**config.mk**
```make
export PLATFORM = sky130hd
export DESIGN_NAME = escaped_frame_receiver_crc8
export DESIGN_NICKNAME = d
export VERILOG_FILES = /design/src/rtl/efr_pkg.sv /design/src/rtl/escaped_frame_receiver_crc8.sv
export SDC_FILE = /design/constraint.sdc
export NUM_CORES = 1
export LEC_CHECK = 0
export BUFFER_PORTS_ARGS = -buffer_cell sky130_fd_sc_hd__clkbuf_2
export CORE_UTILIZATION = 55
export DETAILED_ROUTE_END_ITERATION = 8
export PLACE_DENSITY_LB_ADDON = 0.25
export SLEW_MARGIN = 10
export SYNTH_ARGS = -nofsm -noshare
export SYNTH_HDL_FRONTEND = slang
export SYNTH_SLANG_ARGS = --single-unit
```
**constraint.sdc**
```tcl
create_clock -name i_clk -period 3.15 [get_ports i_clk]
set_input_delay 0.315 -clock i_clk [delete_from_list [all_inputs] [get_ports i_clk]]
set_output_delay 0.315 -clock i_clk [all_outputs]
set_load 0.02 [all_outputs]
```
**src/rtl/efr_pkg.sv**
```systemverilog
// ============================================================================
// efr_pkg
// Shared types, constants and the CRC-8 byte update for the escaped frame
// receiver.
// ============================================================================
`default_nettype none

package efr_pkg;

    localparam int unsigned MAX_FRAME_BYTES = 256;
    localparam int unsigned CNT_W           = $clog2(MAX_FRAME_BYTES + 1);

    localparam logic [7:0] ESC_XOR_MASK  = 8'h20;
    localparam logic [7:0] DELIM_RESET   = 8'hFE;
    localparam logic [7:0] ESCAPE_RESET  = 8'hFD;
    localparam logic [7:0] POLY_RESET    = 8'h8C;

    localparam logic [CNT_W-1:0] CNT_MAX = CNT_W'(MAX_FRAME_BYTES);

    typedef enum logic [1:0] {
        CFG_DELIM  = 2'd0,
        CFG_ESCAPE = 2'd1,
        CFG_POLY   = 2'd2
    } t_cfg_idx;

    typedef enum logic [1:0] {
        KIND_PAYLOAD  = 2'd0,
        KIND_GOOD     = 2'd1,
        KIND_BAD_CRC  = 2'd2,
        KIND_OVERFLOW = 2'd3
    } t_kind;

    typedef struct packed {
        logic [7:0] rx_byte;
        logic       abort;
    } t_in_word;

    typedef struct packed {
        t_kind      kind;
        logic [7:0] payload_byte;
        logic [7:0] payload_length;
    } t_out_word;

    // Reflected CRC-8, one byte, bitwise.
    function automatic logic [7:0] crc8_update(
        input logic [7:0] r,
        input logic [7:0] d,
        input logic [7:0] poly
    );
        logic [7:0] v;
        v = r ^ d;
        for (int i = 0; i < 8; i++) begin
            if (v[0]) begin
                v = (v >> 1) ^ poly;
            end else begin
                v = v >> 1;
            end
        end
        return v;
    endfunction

endpackage

`default_nettype wire

```
**src/rtl/escaped_frame_receiver_crc8.sv**
```systemverilog
// ============================================================================
// escaped_frame_receiver_crc8
// Byte-stuffed frame receiver with delimiter sync, escape decoding, one-word
// payload delay and reflected CRC-8 frame check.
// ============================================================================
//
//  Channel  | Handshake                    | Word
//  ---------+------------------------------+-----------------------------
//  in       | i_in_valid / o_in_stall      | t_in_word  (rx_byte, abort)
//  out      | o_out_valid / i_out_stall    | t_out_word (kind, byte, len)
//  cfg      | i_cfg_we                     | i_cfg_idx, i_cfg_data
//
//  One word per cycle while o_in_stall is low; frame state and CRC update are
//  combinational, the result is registered in the output or skid register.
//  An output register plus one skid register: input keeps flowing while a
//  result waits; o_in_stall rises only when the skid register is occupied.
//  Reset (synchronous, active low) restores register defaults, drops sync
//  and empties the output stages.
// ============================================================================
`default_nettype none

module escaped_frame_receiver_crc8
    import efr_pkg::*;
(
    input  wire logic      i_clk,
    input  wire logic      i_rst_n,

    input  wire logic      i_in_valid,
    input  wire t_in_word  i_in_data,
    output logic           o_in_stall,

    output logic           o_out_valid,
    output t_out_word      o_out_data,
    input  wire logic      i_out_stall,

    input  wire logic      i_cfg_we,
    input  wire logic [1:0] i_cfg_idx,
    input  wire logic [7:0] i_cfg_data
);

    logic [7:0]       r_delim, r_escape, r_poly;

    logic             r_in_sync,    n_in_sync;
    logic             r_esc,        n_esc;
    logic [7:0]       r_crc,        n_crc;
    logic [CNT_W-1:0] r_count,      n_count;
    logic [7:0]       r_held,       n_held;
    logic             r_overflowed, n_overflowed;

    logic             r_out_valid;
    t_out_word        r_out;
    logic             r_skid_valid;
    t_out_word        r_skid;

    logic             in_accept;
    logic             out_take;
    logic             res_valid;
    t_out_word        res;
    logic [7:0]       dec_byte;

    assign in_accept   = i_in_valid && !o_in_stall;
    assign out_take    = r_out_valid && !i_out_stall;
    assign o_in_stall  = r_skid_valid;
    assign o_out_valid = r_out_valid;
    assign o_out_data  = r_out;

    // configuration
    always_ff @(posedge i_clk) begin
        if (!i_rst_n) begin
            r_delim  <= DELIM_RESET;
            r_escape <= ESCAPE_RESET;
            r_poly   <= POLY_RESET;
        end else if (i_cfg_we) begin
            unique case (i_cfg_idx)
                CFG_DELIM:  r_delim  <= i_cfg_data;
                CFG_ESCAPE: r_escape <= i_cfg_data;
                CFG_POLY:   r_poly   <= i_cfg_data;
                default: ;
            endcase
        end
    end

    // frame state
    always_comb begin
        n_in_sync    = r_in_sync;
        n_esc        = r_esc;
        n_crc        = r_crc;
        n_count      = r_count;
        n_held       = r_held;
        n_overflowed = r_overflowed;
        res_valid    = 1'b0;
        res          = '0;
        dec_byte     = r_esc ? (i_in_data.rx_byte ^ ESC_XOR_MASK) : i_in_data.rx_byte;

        if (in_accept) begin
            if (i_in_data.abort) begin
                n_in_sync    = 1'b0;
                n_esc        = 1'b0;
                n_crc        = '0;
                n_count      = '0;
                n_held       = '0;
                n_overflowed = 1'b0;
            end else if (!r_in_sync) begin
                if (i_in_data.rx_byte == r_delim) begin
                    n_in_sync    = 1'b1;
                    n_esc        = 1'b0;
                    n_crc        = '0;
                    n_count      = '0;
                    n_held       = '0;
                    n_overflowed = 1'b0;
                end
            end else if (i_in_data.rx_byte == r_delim) begin
                if (r_count != '0) begin
                    res_valid = 1'b1;
                    if (r_overflowed) begin
                        res.kind = KIND_OVERFLOW;
                    end else if (r_crc == '0) begin
                        res.kind = KIND_GOOD;
                    end else begin
                        res.kind = KIND_BAD_CRC;
                    end
                    res.payload_length = 8'(r_count - CNT_W'(1));
                    n_esc        = 1'b0;
                    n_crc        = '0;
                    n_count      = '0;
                    n_held       = '0;
                    n_overflowed = 1'b0;
                end
            end else if (i_in_data.rx_byte == r_escape) begin
                n_esc = 1'b1;
            end else begin
                n_esc = 1'b0;
                if (!r_overflowed) begin
                    if (r_count != '0) begin
                        res_valid        = 1'b1;
                        res.kind         = KIND_PAYLOAD;
                        res.payload_byte = r_held;
                    end
                    if (r_count >= CNT_MAX) begin
                        n_overflowed = 1'b1;
                    end else begin
                        n_crc   = crc8_update(r_crc, dec_byte, r_poly);
                        n_held  = dec_byte;
                        n_count = r_count + CNT_W'(1);
                    end
                end
            end
        end
    end

    always_ff @(posedge i_clk) begin
        if (!i_rst_n) begin
            r_in_sync    <= 1'b0;
            r_esc        <= 1'b0;
            r_crc        <= '0;
            r_count      <= '0;
            r_held       <= '0;
            r_overflowed <= 1'b0;
        end else begin
            r_in_sync    <= n_in_sync;
            r_esc        <= n_esc;
            r_crc        <= n_crc;
            r_count      <= n_count;
            r_held       <= n_held;
            r_overflowed <= n_overflowed;
        end
    end

    // output register with skid
    always_ff @(posedge i_clk) begin
        if (!i_rst_n) begin
            r_out_valid  <= 1'b0;
            r_skid_valid <= 1'b0;
        end else if (r_skid_valid) begin
            if (out_take) begin
                r_skid_valid <= 1'b0;
            end
        end else if (res_valid) begin
            if (!r_out_valid || out_take) begin
                r_out_valid <= 1'b1;
            end else begin
                r_skid_valid <= 1'b1;
            end
        end else if (out_take) begin
            r_out_valid <= 1'b0;
        end
    end

    always_ff @(posedge i_clk) begin
        if (r_skid_valid) begin
            if (out_take) begin
                r_out <= r_skid;
            end
        end else if (res_valid) begin
            if (!r_out_valid || out_take) begin
                r_out <= res;
            end else begin
                r_skid <= res;
            end
        end
    end

    // checks
    a_skid_needs_out: assert property (@(posedge i_clk) disable iff (!i_rst_n)
        r_skid_valid |-> r_out_valid)
        else $error("skid word held while output register empty");

    a_count_bound: assert property (@(posedge i_clk) disable iff (!i_rst_n)
        r_count <= CNT_MAX)
        else $error("frame byte count beyond buffer size");

    a_overflow_full: assert property (@(posedge i_clk) disable iff (!i_rst_n)
        r_overflowed |-> (r_count == CNT_MAX))
        else $error("overflow flagged with buffer not full");

    a_nosync_clear: assert property (@(posedge i_clk) disable iff (!i_rst_n)
        !r_in_sync |-> (r_count == '0 && !r_esc && !r_overflowed))
        else $error("frame state live while searching for delimiter");

    a_end_byte_zero: assert property (@(posedge i_clk) disable iff (!i_rst_n)
        (r_out_valid && r_out.kind != KIND_PAYLOAD) |-> (r_out.payload_byte == '0))
        else $error("frame end word carries a payload byte");

endmodule

`default_nettype wire

```
==> impl_metrics.ini <==
[place]
port_buffers = 43
gp_congestion = 0.927
place_ws_ns = -0.463
dp_hpwl_mm = 10.5

[sta]
skew_ns = 0.0112
max_freq_mhz = 297
min_period_ns = 3.37
slew_headroom_pct = 43.0
worst_slack_ns = -0.222
max_slew.worst_pin.slew_ns = 0.853
rsz0062_at_grt = true
finalCritPeriodShare_pct = 107
drv_slew = 0
hold_viol = 0
finalSetupViolCount = 8
holdWs_ns = 0.248

[floorplanning]
rows = 36
die_w_um = 102
fp.dieH_um = 102
core_um2 = 9730
die_area_um2 = 10400
num_io_pins = 44
start_util_pct = 56.6

[global_routing]
grt_pass1_vias = 4652
grt_usage_pct = 27.9
grt_antenna_before_repair = 0
grt_pass1_wl_mm = 22.6
gr-total-overflow = 0
grt_max_degree = 44

[setup_path]
crit_chain = xnor2_4 > xnor2_2 > mux2i_1 > or3b_4 > and4_4 > or3_4 > a22o_1 > a211oi_2 > buf_4 > o21ai_1 > xnor2_1 > and3_1 > o31ai_2
cp.required_ns = 3.42
max_stage_delay_ns = 0.42
slowest_stage = or3b_4
cp-start-kind = register
crit_type = reg2reg
cp_max_fo = 6
worstSetupEndpointType = register
cp.arrival_ns = 3.64

[synth]
ys.flop_type = dfxtp_1
avgSynthCellArea_um2 = 9.01
synth_sequential_area_ratio_pct = 39.3
synth_seq_cells = 90
syn_inst = 611
synth_nets = 637
ys_warn_count = 0
synth_edf_count = 36
netlist_area_um2 = 5510
synth-async-reset-ratio_pct = 0
ys_types = 69

[route]
vias_per_cell = 5.74
dr.pass1.iters = 5
routed_wl_mm = 13.8
wire_per_inst_um = 16.1
drc = 0
drt_iter0_markers = 275
ant_nets = 0
num_vias = 4938

[clocking]
ctsLongestPathBuffers = 2
clkLatencyLatePin_ns = 0.35
clkTransAtPathRegs_ns = 0.10
clockRootBuffer = clkbuf_8
cts_tree = done
htree_levels = 3
clock_sinks = 90
cts_buffers = 9
cts_hold_buf = 0

[finish]
final_cell_mix = nand2_1 (96), buf_4 (90), dfxtp_1 (51)
area_growth_pct = 24.4
drive_above_1_share_pct = 28.3
mostFrequentLayoutCell = nand2_1
fin_util_pct = 70.4
n_antenna_cell = 0
nets = 748

[power]
leakagePower_nw = 2.93
totalPowerFinal_mw = 2.69
p_per_area_nw_per_um2 = 392
peakVddDrop_uv = 260

[outcome]
status = finished with violations
violations = negative setup slack

[flow_run]
max_cap_viol_count = 0

[min_path]
hp-class = in2reg
## worst max-delay path, delay by kind of cell, from the launching register on
family / cells / cell delay, ns
buffers and inverters: 1 / 0.18
AND/OR/NAND/NOR: 4 / 1.19
flip-flops: 1 / 0.40
AO/OA/AOI/OAI: 4 / 0.78
XOR/XNOR: 3 / 0.60
multiplexers: 1 / 0.13
## through the flow
step           cells  setup TNS [ns]  area [um^2]
6_report         860           -1.32         6850
5_1_grt          860           -2.75         6850
4_1_cts          859           -1.32         6780
2_1_floorplan    611          -0.309         5590
3_3_place_gp     834           -2.30         6410
3_5_place_dp     834           -3.07         6410
## sequential cells by signal (all words and copies together) (netlist names)
| register | cells |
|---|---|
| r_poly | 8 |
| r_esc | 1 |
| r_escape | 8 |
| r_count | 9 |
| r_overflowed | 1 |
| r_crc | 8 |
| r_held | 8 |
| o_out_data | 18 |
| r_skid | 18 |
| r_in_sync | 1 |
| o_in_stall | 1 |
| r_delim | 8 |
| o_out_valid | 1 |
## cells in the mapped netlist (all sizes together) (3+ instances only)
cell	number	area (um^2)
nor2	34	133
o31ai	3	22.5
a21boi	15	113
edfxtp	36	1080
nor3b	4	30.0
a32oi	3	26.3
dfxtp	54	1080
o211ai	7	52.6
o21ai	29	153
mux2i	10	100
clkbuf	20	75.1
nor4	5	31.3
a21oi	18	90.1
xnor3	6	135
a31oi	8	50.1
a211oi	4	52.6
and2	16	103
nand4	14	93.8
a211o	6	52.6
or3	4	30.0
mux2	3	33.8
buf	15	81.3
nand3b	6	45.0
and4	3	28.8
xnor2	52	485
nor3	7	45.0
xor2	15	154
and3	6	37.5
nand2	97	364
nand3	49	245
nor2b	11	68.8
a21o	18	135
inv	7	26.3
## cells by family (layout without fill, tap and decap cells)
group                    after synthesis  count (layout)  synth area share (%)
AND/OR/NAND/NOR                      263             263                  23.9
adder cells (fa/ha/maj)                2               2                 0.454
XOR/XNOR                              74              74                  14.5
buffers and inverters                 42             158                  3.32
flip-flops                            90              90                  39.3
multiplexers                          13              13                  2.43
AO/OA/AOI/OAI                        127             127                  16.1
## cell type report
type / count / area, um^2
clock buffers: 9 / 124
clock inverters: 7 / 61.3
fillers: 746 / 2880
inverters: 7 / 26.3
multi-input cells: 479 / 3380
flip-flops and latches: 90 / 2170
well taps: 133 / 166
repair buffers: 135 / 913
## power breakdown
part	total (mW)	internal [mW]	switching [mW]
registers	1.23	1.21	0.0144
logic	0.730	0.370	0.361
clock network	0.730	0.303	0.427
total	2.69	1.88	0.802
## per-layer routing
metal,track usage (%),up-vias,share of wire (%)
met2,43.5,164,47
met3,5.68,29,6.2
li1,-,2401,-
met5,0,-,0
met1,39.1,2344,45
met4,8.79,0,1.7
## repair_timing
item                                    4_1_cts  5_1_grt
endpoints found under the setup margin        8       32
setup buffers                                 8        1
resized for setup                            25       17
pin swaps                                    20        7
gates cloned                                  1        0
## worst paths after layout
check / startpoint / endpoint / slack, ns / cells past startpoint
setup / recovery: r_crc[0] / r_crc[3] / -0.22 / 13
hold / removal: i_cfg_data[0] / r_escape[0] / 0.25 / 3
setup reg to reg: r_crc[0] / r_crc[3] / -0.22 / 13
hold reg to reg: r_held[4] / r_held[4] / 0.46 / 2
Power figures use the tool's default switching activity.
